File: src/sv/wma_pkg.sv
// Shared types and constants of the weighted moving average filter.
package wma_pkg;

    localparam int CFG_ADDR_W = 2;
    localparam int CFG_DATA_W = 64;
    localparam int WSIZE_W    = 4;
    localparam int WSLOT_W    = 16;
    localparam int WPR        = 4;
    localparam int AVG_W      = 16;

    localparam logic [CFG_ADDR_W-1:0] REG_WINDOW_SIZE  = 2'd0;
    localparam logic [CFG_ADDR_W-1:0] REG_WEIGHTS_LOW  = 2'd1;
    localparam logic [CFG_ADDR_W-1:0] REG_WEIGHTS_HIGH = 2'd2;

    typedef enum logic [5:0] {
        ST_IDLE  = 6'b000001,
        ST_MAC   = 6'b000010,
        ST_FLUSH = 6'b000100,
        ST_PREP  = 6'b001000,
        ST_DIV   = 6'b010000,
        ST_DONE  = 6'b100000
    } wma_state_t;

    typedef struct packed {
        logic start;
        logic mac_step;
        logic flush;
        logic div_prep;
        logic div_step;
        logic finish;
    } wma_cmd_t;

    typedef struct packed {
        logic mac_last;
        logic div_last;
        logic run_div;
    } wma_stat_t;

endpackage

File: src/sv/wma_datapath.sv
// Datapath: configuration, sample ring, multiply-accumulate and restoring divider.
module wma_datapath
    import wma_pkg::*;
#(
    parameter int MAX_WINDOW  = 8,
    parameter int SAMPLE_BITS = 16,
    parameter int WEIGHT_BITS = 16
)
(
    input  logic                          clk,
    input  logic                          rst_n,
    input  logic                          cfg_wr_en,
    input  logic [CFG_ADDR_W-1:0]         cfg_addr,
    input  logic [CFG_DATA_W-1:0]         cfg_wdata,
    input  logic signed [SAMPLE_BITS-1:0] sample,
    input  wma_cmd_t                      cmd,
    output wma_stat_t                     stat,
    output logic signed [AVG_W-1:0]       average,
    output logic                          window_full,
    output logic                          weight_sum_zero
);

    localparam int PTR_W  = $clog2(MAX_WINDOW);
    localparam int CNT_W  = $clog2(MAX_WINDOW + 1);
    localparam int WSUM_W = WEIGHT_BITS + PTR_W;
    localparam int PROD_W = SAMPLE_BITS + WEIGHT_BITS + 1;
    localparam int ACC_W  = PROD_W + PTR_W;
    localparam int DCNT_W = $clog2(SAMPLE_BITS);

    logic [WSIZE_W-1:0]            window_size_reg;
    logic [CFG_DATA_W-1:0]         weights_low_reg;
    logic [CFG_DATA_W-1:0]         weights_high_reg;
    logic signed [SAMPLE_BITS-1:0] store_reg [MAX_WINDOW];
    logic [PTR_W-1:0]              wp_reg;
    logic [CNT_W-1:0]              fill_reg;
    logic [PTR_W-1:0]              rd_reg;
    logic [PTR_W-1:0]              widx_reg;
    logic signed [PROD_W-1:0]      prod_reg;
    logic signed [ACC_W-1:0]       acc_reg;
    logic [WSUM_W-1:0]             wsum_reg;
    logic [WSUM_W-1:0]             rem_reg;
    logic [SAMPLE_BITS-1:0]        quo_reg;
    logic                          neg_reg;
    logic [DCNT_W-1:0]             dcnt_reg;
    logic signed [AVG_W-1:0]       held_reg;
    logic                          full_out_reg;
    logic                          wsz_out_reg;

    logic [CNT_W-1:0]              size;
    logic [WEIGHT_BITS-1:0]        w_arr [MAX_WINDOW];
    logic [PTR_W-1:0]              wp_eff;
    logic [CNT_W-1:0]              wp_inc;
    logic [PTR_W-1:0]              wp_next;
    logic [CNT_W-1:0]              fill_next;
    logic [CNT_W-1:0]              rd_inc;
    logic [PTR_W-1:0]              rd_next;
    logic signed [PROD_W-1:0]      prod_next;
    logic signed [ACC_W-1:0]       acc_next;
    logic [ACC_W-1:0]              mag;
    logic [WSUM_W:0]               trial;
    logic [WSUM_W:0]               diff;
    logic [WSUM_W-1:0]             rem_next;
    logic [SAMPLE_BITS-1:0]        quo_next;
    logic [SAMPLE_BITS-1:0]        res;
    logic signed [AVG_W-1:0]       held_next;
    logic                          full;
    logic                          wsum_zero;

    always_comb
    begin
        if (window_size_reg == '0)
        begin
            size = CNT_W'(1);
        end
        else if (window_size_reg > WSIZE_W'(MAX_WINDOW))
        begin
            size = CNT_W'(MAX_WINDOW);
        end
        else
        begin
            size = window_size_reg[CNT_W-1:0];
        end
    end

    always_comb
    begin
        for (int k = 0; k < MAX_WINDOW; k++)
        begin
            if (k < WPR)
            begin
                w_arr[k] = weights_low_reg[(k % WPR)*WSLOT_W +: WEIGHT_BITS];
            end
            else
            begin
                w_arr[k] = weights_high_reg[(k % WPR)*WSLOT_W +: WEIGHT_BITS];
            end
        end
    end

    assign wp_eff    = (CNT_W'(wp_reg) >= size) ? '0 : wp_reg;
    assign wp_inc    = CNT_W'(wp_eff) + CNT_W'(1);
    assign wp_next   = (wp_inc >= size) ? '0 : wp_inc[PTR_W-1:0];
    assign fill_next = (fill_reg < size) ? fill_reg + CNT_W'(1) : fill_reg;
    assign rd_inc    = CNT_W'(rd_reg) + CNT_W'(1);
    assign rd_next   = (rd_inc >= size) ? '0 : rd_inc[PTR_W-1:0];

    assign prod_next = $signed(store_reg[rd_reg]) * $signed({1'b0, w_arr[widx_reg]});
    assign acc_next  = acc_reg + ACC_W'(prod_reg);

    assign mag      = acc_reg[ACC_W-1] ? ACC_W'(-acc_reg) : ACC_W'(acc_reg);
    assign trial    = {rem_reg, quo_reg[SAMPLE_BITS-1]};
    assign diff     = trial - {1'b0, wsum_reg};
    assign rem_next = diff[WSUM_W] ? trial[WSUM_W-1:0] : diff[WSUM_W-1:0];
    assign quo_next = {quo_reg[SAMPLE_BITS-2:0], ~diff[WSUM_W]};
    assign res      = neg_reg ? (~quo_reg + SAMPLE_BITS'(1)) : quo_reg;

    always_comb
    begin
        for (int b = 0; b < AVG_W; b++)
        begin
            held_next[b] = res[(b < SAMPLE_BITS) ? b : SAMPLE_BITS-1];
        end
    end

    assign full      = (fill_reg >= size);
    assign wsum_zero = (wsum_reg == '0);

    assign stat.mac_last = ((CNT_W'(widx_reg) + CNT_W'(1)) == size);
    assign stat.div_last = (dcnt_reg == DCNT_W'(SAMPLE_BITS - 1));
    assign stat.run_div  = full && !wsum_zero;

    assign average         = held_reg;
    assign window_full     = full_out_reg;
    assign weight_sum_zero = wsz_out_reg;

    always_ff @(posedge clk or negedge rst_n)
    begin
        if (!rst_n)
        begin
            window_size_reg  <= WSIZE_W'(8);
            weights_low_reg  <= '0;
            weights_high_reg <= '0;
            wp_reg           <= '0;
            fill_reg         <= '0;
            rd_reg           <= '0;
            widx_reg         <= '0;
            dcnt_reg         <= '0;
            held_reg         <= '0;
            full_out_reg     <= 1'b0;
            wsz_out_reg      <= 1'b0;
        end
        else
        begin
            if (cfg_wr_en)
            begin
                case (cfg_addr)
                    REG_WINDOW_SIZE:
                    begin
                        window_size_reg <= cfg_wdata[WSIZE_W-1:0];
                        wp_reg          <= '0;
                        fill_reg        <= '0;
                    end
                    REG_WEIGHTS_LOW:  weights_low_reg  <= cfg_wdata;
                    REG_WEIGHTS_HIGH: weights_high_reg <= cfg_wdata;
                    default:
                    begin
                    end
                endcase
            end
            if (cmd.start)
            begin
                wp_reg   <= wp_next;
                fill_reg <= fill_next;
                rd_reg   <= wp_next;
                widx_reg <= '0;
            end
            if (cmd.mac_step)
            begin
                rd_reg   <= rd_next;
                widx_reg <= widx_reg + PTR_W'(1);
            end
            if (cmd.div_prep)
            begin
                dcnt_reg <= '0;
            end
            if (cmd.div_step)
            begin
                dcnt_reg <= dcnt_reg + DCNT_W'(1);
            end
            if (cmd.finish)
            begin
                if (stat.run_div)
                begin
                    held_reg <= held_next;
                end
                full_out_reg <= full;
                wsz_out_reg  <= wsum_zero;
            end
        end
    end

    always_ff @(posedge clk)
    begin
        if (cmd.start)
        begin
            store_reg[wp_eff] <= sample;
            prod_reg          <= '0;
            acc_reg           <= '0;
            wsum_reg          <= '0;
        end
        if (cmd.mac_step)
        begin
            prod_reg <= prod_next;
            acc_reg  <= acc_next;
            wsum_reg <= wsum_reg + WSUM_W'(w_arr[widx_reg]);
        end
        if (cmd.flush)
        begin
            acc_reg <= acc_next;
        end
        if (cmd.div_prep)
        begin
            rem_reg <= mag[SAMPLE_BITS +: WSUM_W];
            quo_reg <= mag[SAMPLE_BITS-1:0];
            neg_reg <= acc_reg[ACC_W-1];
        end
        if (cmd.div_step)
        begin
            rem_reg <= rem_next;
            quo_reg <= quo_next;
        end
    end

endmodule

File: src/sv/wma_ctrl.sv
// Controller: sequences accumulation and division and owns both handshakes.
module wma_ctrl
    import wma_pkg::*;
(
    input  logic      clk,
    input  logic      rst_n,
    input  logic      in_valid,
    output logic      in_ready,
    output logic      out_valid,
    input  logic      out_ready,
    input  wma_stat_t stat,
    output wma_cmd_t  cmd
);

    wma_state_t state_reg;
    wma_state_t state_next;
    logic       out_valid_reg;
    logic       out_valid_next;

    assign in_ready  = (state_reg == ST_IDLE);
    assign out_valid = out_valid_reg;

    always_comb
    begin
        state_next     = state_reg;
        cmd            = '0;
        out_valid_next = out_valid_reg && !out_ready;
        case (state_reg)
            ST_IDLE:
            begin
                if (in_valid)
                begin
                    cmd.start  = 1'b1;
                    state_next = ST_MAC;
                end
            end
            ST_MAC:
            begin
                cmd.mac_step = 1'b1;
                if (stat.mac_last)
                begin
                    state_next = ST_FLUSH;
                end
            end
            ST_FLUSH:
            begin
                cmd.flush  = 1'b1;
                state_next = ST_PREP;
            end
            ST_PREP:
            begin
                if (stat.run_div)
                begin
                    cmd.div_prep = 1'b1;
                    state_next   = ST_DIV;
                end
                else
                begin
                    state_next = ST_DONE;
                end
            end
            ST_DIV:
            begin
                cmd.div_step = 1'b1;
                if (stat.div_last)
                begin
                    state_next = ST_DONE;
                end
            end
            ST_DONE:
            begin
                if (!out_valid_reg || out_ready)
                begin
                    cmd.finish     = 1'b1;
                    out_valid_next = 1'b1;
                    state_next     = ST_IDLE;
                end
            end
            default:
            begin
                state_next = ST_IDLE;
            end
        endcase
    end

    always_ff @(posedge clk or negedge rst_n)
    begin
        if (!rst_n)
        begin
            state_reg     <= ST_IDLE;
            out_valid_reg <= 1'b0;
        end
        else
        begin
            state_reg     <= state_next;
            out_valid_reg <= out_valid_next;
        end
    end

endmodule

File: src/sv/weighted_moving_average.sv
// Top level of the weighted moving average filter.
//
//   channel   direction   handshake              payload
//   config    in          cfg_wr_en              cfg_addr, cfg_wdata
//   input     in          in_valid / in_ready    sample
//   output    out         out_valid / out_ready  average, window_full, weight_sum_zero
//
// Each input beat is accumulated over the window on the shared multiplier and
// then divided by the weight sum on the one-bit-per-cycle divider, which is
// skipped while the window is filling or the weight sum is zero. A new beat is taken
// only once the last is finished. A finished beat waits in the output register while
// the next input beat is taken; a new result waits until the previous one is taken.
// Reset clears the window count, held average and weights; the window size becomes 8.
module weighted_moving_average
    import wma_pkg::*;
#(
    parameter int MAX_WINDOW  = 8,
    parameter int SAMPLE_BITS = 16,
    parameter int WEIGHT_BITS = 16
)
(
    input  logic                          clk,
    input  logic                          rst_n,
    input  logic                          cfg_wr_en,
    input  logic [CFG_ADDR_W-1:0]         cfg_addr,
    input  logic [CFG_DATA_W-1:0]         cfg_wdata,
    input  logic                          in_valid,
    output logic                          in_ready,
    input  logic signed [SAMPLE_BITS-1:0] sample,
    output logic                          out_valid,
    input  logic                          out_ready,
    output logic signed [AVG_W-1:0]       average,
    output logic                          window_full,
    output logic                          weight_sum_zero
);

    wma_cmd_t  cmd;
    wma_stat_t stat;

    wma_ctrl u_ctrl (
        .clk       (clk),
        .rst_n     (rst_n),
        .in_valid  (in_valid),
        .in_ready  (in_ready),
        .out_valid (out_valid),
        .out_ready (out_ready),
        .stat      (stat),
        .cmd       (cmd)
    );

    wma_datapath #(
        .MAX_WINDOW  (MAX_WINDOW),
        .SAMPLE_BITS (SAMPLE_BITS),
        .WEIGHT_BITS (WEIGHT_BITS)
    ) u_datapath (
        .clk             (clk),
        .rst_n           (rst_n),
        .cfg_wr_en       (cfg_wr_en),
        .cfg_addr        (cfg_addr),
        .cfg_wdata       (cfg_wdata),
        .sample          (sample),
        .cmd             (cmd),
        .stat            (stat),
        .average         (average),
        .window_full     (window_full),
        .weight_sum_zero (weight_sum_zero)
    );

endmodule

File: config.mk
export PLATFORM = sky130hd
export DESIGN_NAME = weighted_moving_average
export DESIGN_NICKNAME = d
export VERILOG_FILES = /design/src/sv/wma_pkg.sv /design/src/sv/wma_datapath.sv /design/src/sv/wma_ctrl.sv /design/src/sv/weighted_moving_average.sv
export SDC_FILE = /design/constraint.sdc
export NUM_CORES = 1
export LEC_CHECK = 0
export BUFFER_PORTS_ARGS = -buffer_cell sky130_fd_sc_hd__buf_4
export CORE_ASPECT_RATIO = 1.2
export CORE_MARGIN = 5
export CORE_UTILIZATION = 55
export CTS_BUF_LIST = sky130_fd_sc_hd__clkbuf_8
export DETAILED_ROUTE_END_ITERATION = 6
export PLACE_DENSITY = 0.72
export SYNTH_ARGS = -nofsm -noshare
export SYNTH_HDL_FRONTEND = slang
export SYNTH_SLANG_ARGS = --single-unit
export TNS_END_PERCENT = 1
File: constraint.sdc
create_clock -name clk -period 15.9 [get_ports clk]
set_clock_uncertainty 0.2 [all_clocks]
set_input_delay 1.59 -clock clk [delete_from_list [all_inputs] [get_ports clk]]
set_output_delay 1.59 -clock clk [all_outputs]
set_load 0.05 [all_outputs]
**After elaboration in Yosys (flattened, before gate mapping)**

Memory sizes are Yosys's and may differ from the RTL's.
Cells that the tools add are included.

- Output and inout bits: 20
- Memories: 1
- Register bits: 298
- Logic and storage cells: 132
- Input port bits: 87
- Bits in writable memories: 128

Memories:

| memory | words | bits a word | rd ports | clocked after Yosys merged registers in | wr ports | line | source |
|---|---|---|---|---|---|---|---|
| u_datapath.store_reg | 8 | 16 | 1 | 0 | 1 | wma_datapath.sv:33 | `logic signed [SAMPLE_BITS-1:0] store_reg [MAX_WINDOW];` |

- Add/subtract/negate cells: 11
- Magnitude comparators: 7
- Multiply operators: 1
- Equal/unequal tests: 15
- Bitwise gates (word level): 3
- Reduce and logical (&&, ||, !) cells: 21
- Multiplexer cells: 54

Operators with widths:

| operator | count |
|---|---|
| two-way mux 36 bit | 3 |
| two-way mux 19 bit | 5 |
| two-way mux 16 bit | 5 |
| two-way mux 33 bit | 2 |
| binary-select mux 16 bit (select 3 bit) | 1 |
| adder 36 x 33 -> 36 bit | 1 |
| one-hot mux 6 bit (6 select lines) | 1 |
| two-way mux 35 bit | 1 |
| negation 35 bit | 1 |
| multiplier 16 x 17 -> 33 bit | 1 |
| two-way mux 4 bit | 8 |
| two-way mux 3 bit | 10 |
| two-way mux 6 bit | 5 |
| subtractor 20 x 19 -> 20 bit | 1 |
| adder 19 x 16 -> 19 bit | 1 |
| zero test 19 bit | 1 |
| adder 16 x 1 -> 16 bit (second input constant) | 1 |
| inverter 16 bit | 1 |
| two-way mux 1 bit | 13 |
| adder 3 x 1 -> 4 bit (second input constant) | 3 |
| >= comparator 4 bit | 3 |
| AND reduction 2 bit | 5 |
| adder 4 x 1 -> 4 bit (second input constant) | 2 |
| nonzero test 2 bit | 4 |
| other kinds (27) | 33 |

**Longest topological paths before layout**

- Word-level depth: 10
- Mapped depth: 28
- Depth with buffers taken out: 26

**By module**

Synthesis repeated with hierarchy kept, for this count alone.

- Cells, all modules: 2868
- Area total of the unflattened synthesis: 31327.5 um2

Modules (own cells, without submodules):

| module | cells each | area each (um2) | instances | seq. area each (um2) |
|---|---|---|---|---|
| wma_datapath | 2816 | 30863.4 | 1 | 11747.5 |
| wma_ctrl | 52 | 464.2 | 1 | 176.4 |

**Least setup slack after synthesis**

No wires, ideal clock.

- Path type: flip-flop to flip-flop
- Start point: reg u_datapath.rd_reg[0]
- End point: reg u_datapath.prod_reg[32] (data pin)
- Buffers on the path: 3
- Arrival: 7.622 ns
- Setup time: 0.266 ns
- Period minus slack after synthesis: 8.088 ns
- Path slack: 7.812 ns
- Data required time: 15.434 ns
- Cell stages (with the launch flop): 27
- Cell sequence: dfrtp_1 clkbuf_1 buf_2 mux4_2 mux2i_1 clkbuf_1 nor2_1 fa_1 inv_1 fa_1 fa_1 fa_1 inv_1 fa_1 inv_1 fa_1 inv_1 ha_1 a211o_1 a21oi_1 a2bb2oi_1 o311ai_1 a31oi_1 a21oi_1 a221oi_1 xnor2_1 nor2_1

- Longest elaborated chain between the ends: 3

Ends and longest elaborated chain:

| element | line | source |
|---|---|---|
| from (decl) | wma_datapath.sv:36 | `logic [PTR_W-1:0] rd_reg;` |
| from (signal assigned) | wma_datapath.sv:174 | `rd_reg <= wp_next;` |
| from (signal assigned) | wma_datapath.sv:179 | `rd_reg <= rd_next;` |
| memory (8 x 16 bit) | - |  |
| multiplier 16 x 17 -> 33 bit | wma_datapath.sv:107 | `assign prod_next = $signed(store_reg[rd_reg]) * $signed({1'b0, w_arr[widx_reg]});` |
| two-way mux 33 bit | wma_datapath.sv:211 | `if (cmd.mac_step)` |
| to (signal assigned) | wma_datapath.sv:213 | `prod_reg <= prod_next;` |
| to (decl) | wma_datapath.sv:38 | `logic signed [PROD_W-1:0] prod_reg;` |

Every way passes these cells.
A chain may end at the register's enable or synchronous reset.

**Worst setup path after layout**

- Start point: reg u_datapath.widx_reg[0]
- End point: reg u_datapath.prod_reg[32] (data pin)

- Longest elaborated chain between the ends: 6

Ends and longest elaborated chain:

| element | line | source |
|---|---|---|
| from (decl) | wma_datapath.sv:37 | `logic [PTR_W-1:0] widx_reg;` |
| from (signal assigned) | wma_datapath.sv:180 | `widx_reg <= widx_reg + PTR_W'(1);` |
| inverter 3 -> 4 bit (implied by the code) | wma_datapath.sv:107 |  |
| binary-select mux 16 bit (select 3 bit) | wma_datapath.sv:107 |  |
| two-way mux 16 bit (implied by the code) (2 in series) | wma_datapath.sv:107 |  |
| multiplier 16 x 17 -> 33 bit | wma_datapath.sv:107 |  |
| two-way mux 33 bit | wma_datapath.sv:211 |  |

Every way passes these cells. The select of a mux whose other input is x is not followed.

==> qor.csv <==
stage,metric,value,unit
cells_and_area,final_cells,3675,
timing,post-route-min-period,9040,ps
detailed_routing,via_per_inst,5.80,
clock_network,cts-root-buf,clkbuf_8,
global_routing,globalRoute.totalOverflow,0,
global_routing,grt_pass1_vias,22700,
cells_and_area,largest_reg_flops,128,
logic_synthesis,synthTopCellsByArea,"edfxtp_1, dfrtp_1, fa_1",
clock_network,cts_setup_buffers,0,
clock_network,ctsResizeCount,0,
logic_synthesis,yosysUniqueCellTypes,80,
logic_synthesis,syn_area,0.0306,mm²
worst_setup_path,cp.required,16060,ps
timing,relSlewSlack,14.7,%
floorplan,die_height,268,µm
cells_and_area,layout_common_cells,"inv_1, nor2_1, nand2_1",
cells_and_area,layout_commonest_cell,inv_1,
timing,finalSetupViolCount,0,
clock_network,cts.clk_slew.worst_paths,60,ps
worst_setup_path,arrival,9200,ps
placed_design,dp_hpwl,54.9,mm
logic_synthesis,synth_seq_area_share,39.0,%
timing,fin_tns_setup,0,ps
worst_setup_path,crit_path_start_kind,flip-flop,
global_routing,grt_max_degree,111,
logic_synthesis,async_reset_ff_share,40.8,%
detailed_routing,wire_per_inst,19.7,µm
clock_network,cts.sinks,426,
clock_network,cts_tree,built,
detailed_routing,drc_errors,0,
worst_hold_path,hp-class,flip-flop to flip-flop,
placed_design,routabilityCongestion,0.956,
clock_network,cts_made_buffers,71,
timing,tightest_slew,1270,ps
clock_network,htreeDepth,3,
logic_synthesis,ys_ff_latch,426,
timing,hold_violations,0,
detailed_routing,drt_first_iter_violations,1379,
placed_design,dp.cells,3548,
worst_setup_path,crit_path_end_kind,flip-flop,
worst_setup_path,path_max_fanout,27,
logic_synthesis,postSynthCellCount,2777,
floorplan,fp.dieW,225,µm
clock_network,ctsHoldBuffers,0,
detailed_routing,vias,21300,
timing,fmax,111,MHz
global_routing,track_usage,24.4,%
global_routing,grt_pass1_wl,118,mm
worst_setup_path,rrSetupSlack,6860,ps
global_routing,grt_antenna_before_repair,1,
outcome,status,finished clean,
clock_network,clock_path_buffers,3,
cells_and_area,finish.net_count,3399,
floorplan,core-area,0.0549,mm²
detailed_routing,firstDrtPassIters,5,
logic_synthesis,synth_fp_nets,3275,
detailed_routing,final_antenna_net_count,0,
placed_design,port-buffer-count,106,
timing,rsz0062_at_grt,false,
logic_synthesis,synth-edff-count,252,
logic_synthesis,avgSynthCellArea,11.0,µm²
worst_setup_path,critPathKind,flip-flop to flip-flop,
logic_synthesis,yosysTopAreaCellShare,24.7,%
flow_run,maxCapViolations,0,
timing,timing.final.crit_share,56.8,%
logic_synthesis,yosysTopAreaCell,edfxtp_1,
floorplan,start_util,55.7,%
floorplan,die_area,0.0605,mm²
logic_synthesis,synth_flop_cell,edfxtp_1,
clock_network,clock_latency,670,ps
floorplan,row_count,94,
cells_and_area,syn_to_final_growth,10.0,%
detailed_routing,finalWirelength,72.5,mm
floorplan,num_io_pins,107,
logic_synthesis,ys.warnings.count,0,
cells_and_area,final_util,61.3,%
timing,slew_violations,0,
cells_and_area,layout-drive-gt1-share,14.0,%
cells by family (layout without fill, tap and decap cells):
| logic type | count (synthesis) | count (layout) | synth area share (%) |
|---|---|---|---|
| other cells | 0 | 1 | 0 |
| flops | 426 | 426 | 39.0 |
| xor+xnor | 136 | 136 | 3.89 |
| mux | 245 | 245 | 11.2 |
| compound gates | 390 | 390 | 8.22 |
| fa+ha+maj | 411 | 411 | 21.6 |
| buf+inv | 435 | 612 | 5.36 |
| simple gates | 734 | 734 | 10.7 |
area by class of cell:
cell class / count / area, µm²
timing repair buffer: 151 / 1140
clock buffer: 77 / 1060
sequential: 426 / 11900
multi-input combinational: 1916 / 17100
antenna: 1 / 2.50
tap: 720 / 901
fill: 4418 / 21300
inverter: 335 / 1260
clock inverter: 49 / 287
worst paths after layout:
check / from / endpoint / cells after the start
min in group asynchronous: rst_n / u_datapath.weights_high_reg[22]$_DFFE_PN0P_ / 1
min: u_datapath.window_full$_DFFE_PN0P_ / u_datapath.window_full$_DFFE_PN0P_ / 1
min reg2reg: u_datapath.window_full$_DFFE_PN0P_ / u_datapath.window_full$_DFFE_PN0P_ / 1
max: u_datapath.widx_reg[0]$_DFFE_PN0P_ / u_datapath.prod_reg[32]$_SDFFCE_PN0P_ / 24
max in group asynchronous: rst_n / u_datapath.average[11]$_DFFE_PN0P_ / 2
max reg2reg: u_datapath.widx_reg[0]$_DFFE_PN0P_ / u_datapath.prod_reg[32]$_SDFFCE_PN0P_ / 24
stage by stage:
step,hold slack [ps],worst slack (ps),area (µm²)
3_5_place_dp,271,6920,32300
4_1_cts,285,6850,33700
3_3_place_gp,259,7130,32300
2_1_floorplan,224,7810,30600
6_report,284,6860,33700
5_1_grt,299,6290,33700
per-layer routing:
layer,track usage [%],part of all wire (%),vias up
li1,-,-,9832
met5,0,0,-
met4,10.8,4.4,0
met2,42.6,51,648
met1,30.1,40,10600
met3,3.78,5.0,202
Yosys cell counts, types with 12 or more instances:
master and count:
a211oi_1 16, a21o_1 39, a21oi_1 95, a31oi_1 14, and2_1 20, and3_1 14, clkbuf_1 87, dfrtp_1 172
edfxtp_1 252, fa_1 197, ha_1 214, inv_1 313, inv_2 21, mux2_1 95, mux2_2 47, mux2i_1 39
mux4_2 64, nand2_1 261, nand2b_1 14, nand3_1 25, nand4_1 13, nor2_1 265, nor2b_1 22, nor3_1 40
o21a_1 12, o21ai_0 37, o21ai_1 76, o31ai_1 21, xnor2_1 65, xor2_1 71
critical path, cell delays in order (launching register included):
cell,delay [ps]
dfrtp_2,560
buf_4,510
mux4_2,560
mux2i_1,670
inv_2,320
nand2_1,180
fa_1,410
fa_1,520
fa_1,440
fa_1,500
inv_1,60
fa_1,540
inv_1,60
fa_1,520
inv_1,40
ha_1,340
a211o_1,270
a21oi_1,240
a2bb2oi_1,280
o311ai_1,310
a31oi_1,380
a21oi_1,190
a221oi_1,350
xnor2_1,160
nor2_1,70
Power is not shown: default switching activity piles up to over one toggle a cycle in this logic, so the estimate is an artifact.
